File: src/rtl/arr_pkg.sv
// ----------------------------------------------------------------------------
// arr_pkg
// Shared types and constants of the anti-aliased ring rasterizer.
// ----------------------------------------------------------------------------
package arr_pkg;

    localparam int COORD_W    = 6;
    localparam int SIDE_W     = 7;
    localparam int HALF_W     = 8;
    localparam int SQ_W       = 16;
    localparam int COLOR_W    = 24;
    localparam int CHAN_W     = 8;
    localparam int CFG_IDX_W  = 3;
    localparam int CFG_DATA_W = 24;

    localparam logic [CFG_IDX_W-1:0] REG_TILE_WIDTH   = 3'd0;
    localparam logic [CFG_IDX_W-1:0] REG_TILE_HEIGHT  = 3'd1;
    localparam logic [CFG_IDX_W-1:0] REG_SELECTED     = 3'd2;
    localparam logic [CFG_IDX_W-1:0] REG_BACK_COLOR   = 3'd3;
    localparam logic [CFG_IDX_W-1:0] REG_BORDER_COLOR = 3'd4;
    localparam logic [CFG_IDX_W-1:0] REG_NORMAL_COLOR = 3'd5;

    typedef struct packed {
        logic [SIDE_W-1:0]  side_w;
        logic [SIDE_W-1:0]  side_h;
        logic               sel;
        logic [COLOR_W-1:0] back;
        logic [COLOR_W-1:0] ring;
    } t_cfg;

    typedef enum logic [2:0] {
        RG_BACK,
        RG_OUTER_EDGE,
        RG_RING,
        RG_INNER_EDGE,
        RG_FILL
    } t_region;

endpackage

File: src/rtl/arr_dist.sv
// ----------------------------------------------------------------------------
// arr_dist
// Offset distances from the tile centre and their sum of squares, scaled
// into the square root radicand. Two register stages.
// ----------------------------------------------------------------------------
module arr_dist #(
    parameter int FRAC_BITS = 8
) (
    input  logic                                   i_clk,
    input  logic                                   i_rst_n,
    input  logic                                   i_en,
    input  arr_pkg::t_cfg                          i_cfg,
    input  logic                                   i_valid,
    input  logic [arr_pkg::COORD_W-1:0]            i_x,
    input  logic [arr_pkg::COORD_W-1:0]            i_y,
    output logic                                   o_valid,
    output logic [arr_pkg::SQ_W+2*FRAC_BITS-3:0]   o_rad
);
    import arr_pkg::*;

    logic [SIDE_W-1:0] n_px2;
    logic [SIDE_W-1:0] n_py2;
    logic [HALF_W-1:0] n_hx;
    logic [HALF_W-1:0] n_hy;
    logic [HALF_W-1:0] r_hx;
    logic [HALF_W-1:0] r_hy;
    logic              r_valid1;
    logic [SQ_W-1:0]   n_sum;
    logic [SQ_W-1:0]   r_sum;
    logic              r_valid2;

    always_comb begin
        n_px2 = {i_x, 1'b0};
        n_py2 = {i_y, 1'b0};
        if (n_px2 >= i_cfg.side_w) begin
            n_hx = {1'b0, n_px2} - {1'b0, i_cfg.side_w} + 8'd2;
        end else begin
            n_hx = {1'b0, i_cfg.side_w} - {1'b0, n_px2};
        end
        if (n_py2 >= i_cfg.side_h) begin
            n_hy = {1'b0, n_py2} - {1'b0, i_cfg.side_h} + 8'd2;
        end else begin
            n_hy = {1'b0, i_cfg.side_h} - {1'b0, n_py2};
        end
        n_sum = (r_hx * r_hx) + (r_hy * r_hy);
    end

    always_ff @(posedge i_clk) begin
        if (!i_rst_n) begin
            r_valid1 <= 1'b0;
            r_valid2 <= 1'b0;
        end else if (i_en) begin
            r_valid1 <= i_valid;
            r_valid2 <= r_valid1;
        end
    end

    always_ff @(posedge i_clk) begin
        if (i_en) begin
            r_hx  <= n_hx;
            r_hy  <= n_hy;
            r_sum <= n_sum;
        end
    end

    assign o_valid = r_valid2;
    assign o_rad   = {r_sum, {(2*FRAC_BITS-2){1'b0}}};

endmodule

File: src/rtl/arr_sqrt.sv
// ----------------------------------------------------------------------------
// arr_sqrt
// Pipelined integer square root, one result bit per register stage.
// ----------------------------------------------------------------------------
module arr_sqrt #(
    parameter int ROOT_W = 15
) (
    input  logic                  i_clk,
    input  logic                  i_rst_n,
    input  logic                  i_en,
    input  logic                  i_valid,
    input  logic [2*ROOT_W-1:0]   i_rad,
    output logic                  o_valid,
    output logic [ROOT_W-1:0]     o_root
);
    logic                r_valid [ROOT_W];
    logic [2*ROOT_W-1:0] r_rad   [ROOT_W];
    logic [ROOT_W:0]     r_rem   [ROOT_W];
    logic [ROOT_W-1:0]   r_root  [ROOT_W];

    for (genvar k = 0; k < ROOT_W; k++) begin : g_stage
        logic                st_valid;
        logic [2*ROOT_W-1:0] st_rad;
        logic [ROOT_W:0]     st_rem;
        logic [ROOT_W-1:0]   st_root;
        logic [ROOT_W+2:0]   n_r2;
        logic [ROOT_W+2:0]   n_trial;
        logic                n_ge;
        logic [ROOT_W+2:0]   n_diff;

        if (k == 0) begin : g_first
            assign st_valid = i_valid;
            assign st_rad   = i_rad;
            assign st_rem   = '0;
            assign st_root  = '0;
        end else begin : g_next
            assign st_valid = r_valid[k-1];
            assign st_rad   = r_rad[k-1];
            assign st_rem   = r_rem[k-1];
            assign st_root  = r_root[k-1];
        end

        always_comb begin
            n_r2    = {st_rem, st_rad[2*ROOT_W-1 -: 2]};
            n_trial = {1'b0, st_root, 2'b01};
            n_ge    = (n_r2 >= n_trial);
            n_diff  = n_r2 - n_trial;
        end

        always_ff @(posedge i_clk) begin
            if (!i_rst_n) begin
                r_valid[k] <= 1'b0;
            end else if (i_en) begin
                r_valid[k] <= st_valid;
            end
        end

        always_ff @(posedge i_clk) begin
            if (i_en) begin
                r_rad[k]  <= {st_rad[2*ROOT_W-3:0], 2'b00};
                r_rem[k]  <= n_ge ? n_diff[ROOT_W:0] : n_r2[ROOT_W:0];
                r_root[k] <= {st_root[ROOT_W-2:0], n_ge};
            end
        end
    end

    assign o_valid = r_valid[ROOT_W-1];
    assign o_root  = r_root[ROOT_W-1];

endmodule

File: src/rtl/arr_shade.sv
// ----------------------------------------------------------------------------
// arr_shade
// Region decision, blend weight, channel blend and division by 255.
// Four register stages; the last one is the output register.
// ----------------------------------------------------------------------------
module arr_shade #(
    parameter int FRAC_BITS = 8
) (
    input  logic                           i_clk,
    input  logic                           i_rst_n,
    input  logic                           i_en,
    input  arr_pkg::t_cfg                  i_cfg,
    input  logic                           i_valid,
    input  logic [FRAC_BITS+6:0]           i_dis,
    output logic                           o_valid,
    output logic [arr_pkg::COLOR_W-1:0]    o_color
);
    import arr_pkg::*;

    localparam int ROOT_W   = FRAC_BITS + 7;
    localparam int SW       = ROOT_W + 2;
    localparam int REM_W    = FRAC_BITS + 1;
    localparam int WID_THIN = ((13 << FRAC_BITS) + 5) / 10;
    localparam logic signed [SW-1:0] ONE    = SW'(1 << FRAC_BITS);
    localparam logic signed [SW-1:0] THIN_W = SW'(WID_THIN);

    // stage 1: region
    logic signed [SW-1:0] n_dis;
    logic signed [SW-1:0] n_rout;
    logic signed [SW-1:0] n_rin;
    logic signed [SW-1:0] n_wid;
    logic signed [SW-1:0] n_diff;
    logic [SIDE_W:0]      n_q;
    logic [2:0]           n_qmin;
    t_region              n_region;
    t_region              r1_region;
    logic [REM_W-1:0]     r1_rem;
    logic                 r1_valid;

    // stage 2: weight and color selection
    logic [REM_W+7:0]     n_wprod;
    logic [8:0]           n_caraw;
    logic [CHAN_W-1:0]    n_ca;
    logic [CHAN_W-1:0]    n_cas;
    logic [COLOR_W-1:0]   n_c0;
    logic [COLOR_W-1:0]   n_c1;
    logic [CHAN_W-1:0]    r2_ca;
    logic [CHAN_W-1:0]    r2_a;
    logic [COLOR_W-1:0]   r2_c0;
    logic [COLOR_W-1:0]   r2_c1;
    logic                 r2_valid;

    // stage 3: products
    logic [16:0]          n_sum  [3];
    logic [15:0]          r3_sum [3];
    logic                 r3_valid;

    // stage 4: divide by 255
    logic [16:0]          n_t    [3];
    logic [COLOR_W-1:0]   n_out;
    logic [COLOR_W-1:0]   r4_out;
    logic                 r4_valid;

    always_comb begin
        n_dis  = signed'({2'b00, i_dis});
        n_rout = signed'(SW'(i_cfg.side_h[SIDE_W-1:1]) << FRAC_BITS);
        n_q    = ({1'b0, i_cfg.side_w} + 8'd3) >> 2;
        n_qmin = (n_q > 8'd4) ? 3'd4 : n_q[2:0];
        n_wid  = i_cfg.sel ? signed'(SW'(n_qmin) << FRAC_BITS) : THIN_W;
        n_rin  = n_rout - n_wid;
        n_diff = n_dis - n_rout;
        if (i_cfg.side_w == '0 || i_cfg.side_h == '0) begin
            n_region = RG_BACK;
        end else if (n_dis < n_rout + ONE) begin
            if (n_dis <= n_rout) begin
                if (n_dis <= n_rin + ONE) begin
                    if (n_dis <= n_rin) begin
                        n_region = RG_FILL;
                    end else begin
                        n_region = RG_INNER_EDGE;
                        n_diff   = n_dis - n_rin;
                    end
                end else begin
                    n_region = RG_RING;
                end
            end else begin
                n_region = RG_OUTER_EDGE;
            end
        end else begin
            n_region = RG_BACK;
        end
    end

    always_comb begin
        n_wprod = {8'b0, r1_rem} * {{REM_W{1'b0}}, 8'hff};
        n_caraw = n_wprod[REM_W+7:FRAC_BITS];
        n_ca    = (n_caraw > 9'd255) ? 8'hff : n_caraw[7:0];
        n_c0    = i_cfg.back;
        n_c1    = i_cfg.back;
        n_cas   = '0;
        case (r1_region)
            RG_OUTER_EDGE: begin
                n_c0  = i_cfg.ring;
                n_c1  = i_cfg.back;
                n_cas = n_ca;
            end
            RG_INNER_EDGE: begin
                n_c0  = i_cfg.back;
                n_c1  = i_cfg.ring;
                n_cas = n_ca;
            end
            RG_RING: begin
                n_c0 = i_cfg.ring;
            end
            default: begin
                n_c0 = i_cfg.back;
            end
        endcase
    end

    always_comb begin
        for (int k = 0; k < 3; k++) begin
            n_sum[k] = {1'b0, {8'b0, r2_a} * {8'b0, r2_c0[8*k +: 8]}}
                     + {1'b0, {8'b0, r2_ca} * {8'b0, r2_c1[8*k +: 8]}};
            n_t[k]   = {1'b0, r3_sum[k]} + {9'b0, r3_sum[k][15:8]} + 17'd1;
            n_out[8*k +: 8] = n_t[k][15:8];
        end
    end

    always_ff @(posedge i_clk) begin
        if (!i_rst_n) begin
            r1_valid <= 1'b0;
            r2_valid <= 1'b0;
            r3_valid <= 1'b0;
            r4_valid <= 1'b0;
        end else if (i_en) begin
            r1_valid <= i_valid;
            r2_valid <= r1_valid;
            r3_valid <= r2_valid;
            r4_valid <= r3_valid;
        end
    end

    always_ff @(posedge i_clk) begin
        if (i_en) begin
            r1_region <= n_region;
            r1_rem    <= n_diff[REM_W-1:0];
            r2_ca     <= n_cas;
            r2_a      <= 8'hff - n_cas;
            r2_c0     <= n_c0;
            r2_c1     <= n_c1;
            for (int k = 0; k < 3; k++) begin
                r3_sum[k] <= n_sum[k][15:0];
            end
            r4_out    <= n_out;
        end
    end

    assign o_valid = r4_valid;
    assign o_color = r4_out;

endmodule

File: src/rtl/antialiased_ring_rasterizer_unit.sv
// ----------------------------------------------------------------------------
// antialiased_ring_rasterizer_unit
// Renders one pixel of an anti-aliased ring per clock for a configured tile, while the receiver does not stall.
//
// The slave stream takes one pixel coordinate per transaction (tdata: column
// in the lowest six bits, row above it). The master stream gives one color
// per transaction (tdata: blue, green, red from the lowest byte up), in the
// order the coordinates came in. A full pipeline accepts one pixel every
// clock while the receiver takes results; the pipeline holds two distance
// stages, FRAC_BITS + 7 square root stages (one root bit per stage) and four
// shading stages. Registers are written through the plain write port; the
// user must write them only while no pixel is in flight, the block itself
// does not enforce it. Reset clears the pipeline valid bits and loads the
// register reset values (16 by 16 tile, thin ring, black colors).
// When the receiver stalls, the whole pipeline holds and o_s_axis_tready drops
// once the output register is full; nothing is lost or repeated.
// ----------------------------------------------------------------------------
module antialiased_ring_rasterizer_unit #(
    parameter int MAX_SIDE  = 64,
    parameter int FRAC_BITS = 8
) (
    input  logic                               i_clk,
    input  logic                               i_rst_n,
    input  logic                               i_cfg_we,
    input  logic [arr_pkg::CFG_IDX_W-1:0]      i_cfg_idx,
    input  logic [arr_pkg::CFG_DATA_W-1:0]     i_cfg_data,
    input  logic                               i_s_axis_tvalid,
    output logic                               o_s_axis_tready,
    input  logic [15:0]                        i_s_axis_tdata,  // pixel_x, pixel_y
    output logic                               o_m_axis_tvalid,
    input  logic                               i_m_axis_tready,
    output logic [23:0]                        o_m_axis_tdata   // out_blue, out_green, out_red
);
    import arr_pkg::*;

    localparam int ROOT_W = FRAC_BITS + 7;

    logic [SIDE_W-1:0]   r_tile_width;
    logic [SIDE_W-1:0]   r_tile_height;
    logic                r_selected;
    logic [COLOR_W-1:0]  r_back_color;
    logic [COLOR_W-1:0]  r_border_color;
    logic [COLOR_W-1:0]  r_normal_color;

    t_cfg                cfg;
    logic                en;
    logic                dist_valid;
    logic [2*ROOT_W-1:0] dist_rad;
    logic                sqrt_valid;
    logic [ROOT_W-1:0]   sqrt_root;
    logic                shade_valid;
    logic [COLOR_W-1:0]  shade_color;

    always_ff @(posedge i_clk) begin
        if (!i_rst_n) begin
            r_tile_width   <= 7'd16;
            r_tile_height  <= 7'd16;
            r_selected     <= 1'b0;
            r_back_color   <= '0;
            r_border_color <= '0;
            r_normal_color <= '0;
        end else if (i_cfg_we) begin
            case (i_cfg_idx)
                REG_TILE_WIDTH:   r_tile_width   <= i_cfg_data[SIDE_W-1:0];
                REG_TILE_HEIGHT:  r_tile_height  <= i_cfg_data[SIDE_W-1:0];
                REG_SELECTED:     r_selected     <= i_cfg_data[0];
                REG_BACK_COLOR:   r_back_color   <= i_cfg_data[COLOR_W-1:0];
                REG_BORDER_COLOR: r_border_color <= i_cfg_data[COLOR_W-1:0];
                REG_NORMAL_COLOR: r_normal_color <= i_cfg_data[COLOR_W-1:0];
                default: ;
            endcase
        end
    end

    always_comb begin
        cfg.side_w = ({25'b0, r_tile_width} > MAX_SIDE) ? SIDE_W'(MAX_SIDE) : r_tile_width;
        cfg.side_h = ({25'b0, r_tile_height} > MAX_SIDE) ? SIDE_W'(MAX_SIDE) : r_tile_height;
        cfg.sel    = r_selected;
        cfg.back   = r_back_color;
        cfg.ring   = r_selected ? r_border_color : r_normal_color;
    end

    assign en              = !shade_valid || i_m_axis_tready;
    assign o_s_axis_tready = en;

    arr_dist #(
        .FRAC_BITS (FRAC_BITS)
    ) u_dist (
        .i_clk   (i_clk),
        .i_rst_n (i_rst_n),
        .i_en    (en),
        .i_cfg   (cfg),
        .i_valid (i_s_axis_tvalid),
        .i_x     (i_s_axis_tdata[5:0]),
        .i_y     (i_s_axis_tdata[11:6]),
        .o_valid (dist_valid),
        .o_rad   (dist_rad)
    );

    arr_sqrt #(
        .ROOT_W (ROOT_W)
    ) u_sqrt (
        .i_clk   (i_clk),
        .i_rst_n (i_rst_n),
        .i_en    (en),
        .i_valid (dist_valid),
        .i_rad   (dist_rad),
        .o_valid (sqrt_valid),
        .o_root  (sqrt_root)
    );

    arr_shade #(
        .FRAC_BITS (FRAC_BITS)
    ) u_shade (
        .i_clk   (i_clk),
        .i_rst_n (i_rst_n),
        .i_en    (en),
        .i_cfg   (cfg),
        .i_valid (sqrt_valid),
        .i_dis   (sqrt_root),
        .o_valid (shade_valid),
        .o_color (shade_color)
    );

    assign o_m_axis_tvalid = shade_valid;
    assign o_m_axis_tdata  = shade_color;

endmodule

File: config.mk
export PLATFORM = sky130hd
export DESIGN_NAME = antialiased_ring_rasterizer_unit
export DESIGN_NICKNAME = d
export VERILOG_FILES = /design/src/rtl/arr_pkg.sv /design/src/rtl/arr_dist.sv /design/src/rtl/arr_sqrt.sv /design/src/rtl/arr_shade.sv /design/src/rtl/antialiased_ring_rasterizer_unit.sv
export SDC_FILE = /design/constraint.sdc
export NUM_CORES = 2
export LEC_CHECK = 0
export BUFFER_PORTS_ARGS = -buffer_cell sky130_fd_sc_hd__buf_2
export CELL_PAD_IN_SITES_DETAIL_PLACEMENT = 1
export CELL_PAD_IN_SITES_GLOBAL_PLACEMENT = 1
export CORE_MARGIN = 4
export CORE_UTILIZATION = 58
export DETAILED_ROUTE_END_ITERATION = 7
export GPL_TIMING_DRIVEN = 0
export PLACE_DENSITY_LB_ADDON = 0.1
export SETUP_SLACK_MARGIN = 0.1
export SLEW_MARGIN = 25
export SYNTH_ARGS = -nofsm -noshare
export SYNTH_HDL_FRONTEND = slang
export SYNTH_HIERARCHICAL = 1
export SYNTH_SLANG_ARGS = --single-unit
File: constraint.sdc
create_clock -name i_clk -period 64.6 [get_ports i_clk]
set_input_delay 6.46 -clock i_clk [delete_from_list [all_inputs] [get_ports i_clk]]
set_output_delay 6.46 -clock i_clk [all_outputs]
set_load 0.01 [all_outputs]
After elaboration in Yosys (flattened, before gate mapping)

Memory sizes are Yosys's and may differ from the RTL's. A register that Yosys moved wholly into a read port is not among the register bits.
Index checks and enable logic that the tools add are counted.

Register bits after elaboration: 224
Memory bits (writable): 948
Input bits: 48
Output and inout bits: 26
Logic and storage cells: 198
Memories kept: 5

$add $sub $neg: 38
Multiply operators: 9
$lt $le $gt $ge: 25
Equal/unequal tests: 8
Mux-type cells: 54
Bitwise operators: 18
Reduce and logical (&&, ||, !) cells: 18

Memories:

| name           | words | bits a word | read ports | clocked after memory_dff | write ports | line            | RTL |
|---|---|---|---|---|---|---|---|
| u_sqrt.r_rad   | 15    | 28          | 14         | 0                        | 15          | arr_sqrt.sv:17  | `logic [2*ROOT_W-1:0] r_rad [ROOT_W];` |
| u_sqrt.r_rem   | 15    | 16          | 14         | 0                        | 15          | arr_sqrt.sv:18  | `logic [ROOT_W:0] r_rem [ROOT_W];` |
| u_sqrt.r_root  | 15    | 15          | 15         | 0                        | 15          | arr_sqrt.sv:19  | `logic [ROOT_W-1:0] r_root [ROOT_W];` |
| u_shade.r3_sum | 3     | 16          | 3          | 0                        | 3           | arr_shade.sv:55 | `logic [15:0] r3_sum [3];` |
| u_sqrt.r_valid | 15    | 1           | 15         | 1                        | 15          | arr_sqrt.sv:16  | `logic r_valid [ROOT_W];` |

Operators by type and width:

| kind                   | number |
|---|---|
| $ge 18x17->1           | 14 |
| $mux 16                | 15 |
| $sub 16x16->16         | 14 |
| $mul 8x8->16           | 8 |
| $mux 24                | 3 |
| $add 16x16->16         | 4 |
| $add 16x1->16 const B  | 3 |
| $add 16x8->16          | 3 |
| $mux 9                 | 5 |
| $mux 8                 | 4 |
| $sub 7x7->8            | 4 |
| $mux 1                 | 21 |
| $sub 9x9->9            | 2 |
| $le 16x17->1           | 1 |
| $mul 9x8->17 const B   | 1 |
| $add 15x10->16 const B | 1 |
| $add 8x2->8 const B    | 2 |
| $le 16x15->1           | 1 |
| $add 14x9->15 const B  | 1 |
| $le 15x14->1           | 1 |
| $lt 15x15->1           | 1 |
| $or 1x1->1             | 15 |
| $sub 14x11->15         | 1 |
| $ge 7x7->1             | 2 |
| other kinds (23)       | 43 |

Longest topological paths before layout

Depth in word-level cells: 13
Mapped depth: 21
Gate-level depth less buffers: 21

By module

Netlist, hierarchy kept.

Modules (own cells, without submodules):

| module                           | times used | cells an instance | area each (µm²) | seq. area each (µm²) |
|---|---|---|---|---|
| arr_sqrt                         | 1          | 1872              | 25344.3         | 16595.9 |
| arr_shade                        | 1          | 2109              | 21857.2         | 4524.3 |
| arr_dist                         | 1          | 614               | 5969.5          | 1001.0 |
| antialiased_ring_rasterizer_unit | 1          | 357               | 3594.7          | 1741.7 |

Least setup slack after synthesis

No wires, ideal clock.

Kind: input to output
Start: input port i_m_axis_tready
End: output port o_s_axis_tready
Arrival time: 23799 ps
Data required time: 58140 ps
Setup slack: 34341 ps
Cell stages on the path: 1
Buffers on the path: 0
Cells stage by stage: nand2b_1

Cells in the longest elaborated chain, start to end: 1

RTL lines:

| item             | line                                   | RTL |
|---|---|---|
| start, declared  | antialiased_ring_rasterizer_unit.sv:31 | `input logic i_m_axis_tready,` |
| $logic_or 1x1->1 | antialiased_ring_rasterizer_unit.sv:83 | `assign en = !shade_valid \|\| i_m_axis_tready;` |
| end, declared    | antialiased_ring_rasterizer_unit.sv:28 | `output logic o_s_axis_tready,` |

No other way between the ends.

Worst setup path after layout

Same ends and word-level chain as after synthesis.

==> run_results.csv <==
group,metric,value,unit
outcome,outcome,"finished, final reports clean",
place,hpwl,112,mm
power,combPwrFrac,50.1,%
die,die_width,321,um
power,power.internal,0.00170,W
routing,vias,37600,
flow_run,drv_cap,0,
place,finalWeightedCongestion,0.886,
clock_tree,cts_sinks,826,
die,die_y,321,um
routing,drt_wl_total,149,mm
setup_path,endpoint_kind,"primary output",
final_layout,areaGrowthSynthToFinish,9.79,%
synth,ys_warn_count,6,
power,switching_share,41.2,%
timing,setup_violations,0,
final_layout,fin_nets,6100,
synth,syn-cell-area,56800,um^2
min_path,min_path_type,"reg2reg",
die,rows,114,
timing,post-route-period-util,21.3,%
power,p_per_area,46.4,nW/um^2
routing,via_per_inst,5.78,
clock_tree,clk_latency,0.69,ns
die,core,96900,um^2
setup_path,criticalPathCategory,"in2out",
synth,synth_common_cells,"edfxtp_1, inv_1, ha_1",
power,clkPwrFrac,19.2,%
timing,drv_slew,0,
synth,ys.flop_type,"edfxtp_1",
clock_tree,ctsResizeCount,0,
synth,yosysSeqAreaShare,42.0,%
synth,yosys.cell_count.top_type,"edfxtp_1",
power,p_sw,0.00119,W
synth,synth_top_area_cell,"edfxtp_1",
power,leakage,29.0,nW
routing,wl_per_cell,22.9,um
clock_tree,cts_tree,"done",
synth,ys_ff_latch,826,
global_routing,grt_overflow,0,
timing,worst_slew_pin_slew,1.07,ns
global_routing,first_global_vias,42900,
routing,drt_first_pass_iters,5,
clock_tree,clock_path_buffers,3,
power,ir_drop,0.000149,V
clock_tree,cts_root_buf,"clkbuf_16",
routing,drt_first_iter_violations,2221,
setup_path,cp_data_arrival_time,7.31,ns
clock_tree,cts_buffers,90,
synth,synth_top_area_share,38.7,%
synth,async_reset_ff_share,0,%
setup_path,cp.required,58.14,ns
routing,route.detailed.drc,0,
timing,holdWs,0.406,ns
global_routing,grtUsageTotal,29.5,%
final_layout,layout-drive-gt1-share,8.53,%
global_routing,grt_max_degree,59,
timing,setup_tns,0,ns
clock_tree,ctsHoldBuffers,0,
setup_path,rrSetupSlack,57.63,ns
routing,ant_nets,0,
timing,hold_violations,0,
timing,clock.fmax,0.0726,GHz
clock_tree,clk_pin_slew,0.06,ns
timing,rsz0062_at_grt,"no",
power,seqPwrFrac,30.8,%
timing,post-route-min-period,13.77,ns
die,ios,74,
global_routing,antenna_found_initial,4,
synth,synthCells,4952,
synth,synth_edf_count,732,
timing,clock_skew,0.0381,ns
setup_path,cp-start-kind,"primary input",
synth,postSynthAreaPerCell,11.5,um^2
synth,yosys-top-cells-area,"edfxtp_1, fa_1, ha_1, inv_1, dfxtp_1",
die,start_util,58.6,%
global_routing,grt_pass1_wl,237,mm
clock_tree,post_cts.repair.setup_buffers,0,
timing,slew_headroom,28.3,%
setup_path,crit_fanout,38,
clock_tree,htree_levels,3,
place,io_buffers,69,
synth,yosysUniqueCellTypes,104,
die,die_area,103000,um^2
-- metal layers --
layer | vias up | GRT usage (%) | share of wire [%]
met5 | - | 0 | 0
met4 | 0 | 9.99 | 3.6
met3 | 313 | 5.35 | 5.0
met2 | 863 | 53.5 | 52
met1 | 19200 | 35.6 | 40
li1 | 17100 | - | -
-- placed cells by master, fill, tap and decap left out, drive strengths merged, types with 10 or more instances in the layout --
cell type	count
inv	737
o31ai	19
a21o	52
bufinv	15
mux2	110
nor2b	66
o21ai	131
a31oi	16
o31a	10
clkinv	37
nand3	57
a21boi	13
a211oi	20
o21a	52
xor2	101
o211ai	16
fa	403
edfxtp	732
buf	131
o21bai	15
clkbuf	169
nor4	31
xnor2	176
a21oi	171
nor2	174
nand2b	34
nand2	444
or4	13
ha	508
nand4	27
and3	34
or3	22
mux2i	109
conb	15
and2	280
nor3	83
dfxtp	94
-- worst max-delay path, stage by stage --
cell and delay, ns:
buf_2 0.08, nand2b_4 0.51, buf_2 0.25
-- kinds of logic after synthesis --
family / after synthesis / synth area share [%]
AOI/OAI and AO/OA: 572 / 6.57
xor gates and xnor gates: 277 / 4.27
adders and majority gates: 911 / 25.4
buffers and inverters: 840 / 5.82
DFF: 826 / 42.0
muxes: 219 / 4.16
other: 2 / 0.0132
and+or+nand+nor: 1305 / 11.7
-- registers in the layout, summed over array words and instances, names as in the netlist, 3 cells and up --
signal / cells
u_sqrt/r_valid: 15
u_shade/r2_c1: 24
u_dist/r_sum: 16
r_border_color: 24
u_shade/r1_region: 3
r_tile_width: 7
r_normal_color: 24
u_sqrt/r_root: 120
u_shade/r3_sum: 48
u_dist/r_hy: 8
u_sqrt/r_rem: 208
u_sqrt/r_rad: 210
r_tile_height: 7
u_shade/r2_c0: 24
u_shade/r2_ca: 8
u_shade/r2_a: 8
r_back_color: 24
u_dist/r_hx: 8
u_shade/r1_rem: 9
u_shade/o_color: 24
-- power groups by stage --
stage	clock, W	combinational [W]	sequential (W)
floorplan	0	0.00106	0.000848
global placement	0	0.00135	0.000882
detailed placement	0	0.00143	0.000895
CTS	0.000566	0.00146	0.000889
global route	0.000590	0.00163	0.000902
finish	0.000555	0.00145	0.000890
-- metrics by stage --
step	instances	cell area [um^2]	setup WS, ns	util [%]	total power, W
after floorplan	4965	56800	34.34	-	0.00191
after global placement	6310	58800	26.22	60.7	0.00223
after detailed placement	6325	59200	50.82	61.1	0.00233
after CTS	6493	62300	50.81	64.3	0.00291
after global routing	6493	62300	50.79	64.3	0.00312
final	6496	62300	50.83	64.3	0.00289
-- final cells by class --
class | count | area [um^2]
well taps | 1276 | 1600
fillers | 9908 | 34500
flip-flops and latches | 826 | 23900
inverters | 731 | 2750
clock inverters | 61 | 791
clock buffers | 107 | 2370
diodes | 3 | 7.51
plain buffers | 109 | 557
multi-input cells | 3299 | 29700
repair buffers | 84 | 713
-- final timing paths --
path / from / endpoint / cells past startpoint
setup / recovery: i_m_axis_tready / o_s_axis_tready / 3
hold / removal: u_sqrt/r_rad[0][36] / u_sqrt/r_rad[0][64] / 0
setup reg to reg: u_shade/r2_ca[0] / u_shade/r3_sum[0][15] / 19
hold reg to reg: u_sqrt/r_rad[0][36] / u_sqrt/r_rad[0][64] / 0
(Power assumes the default switching activity.)
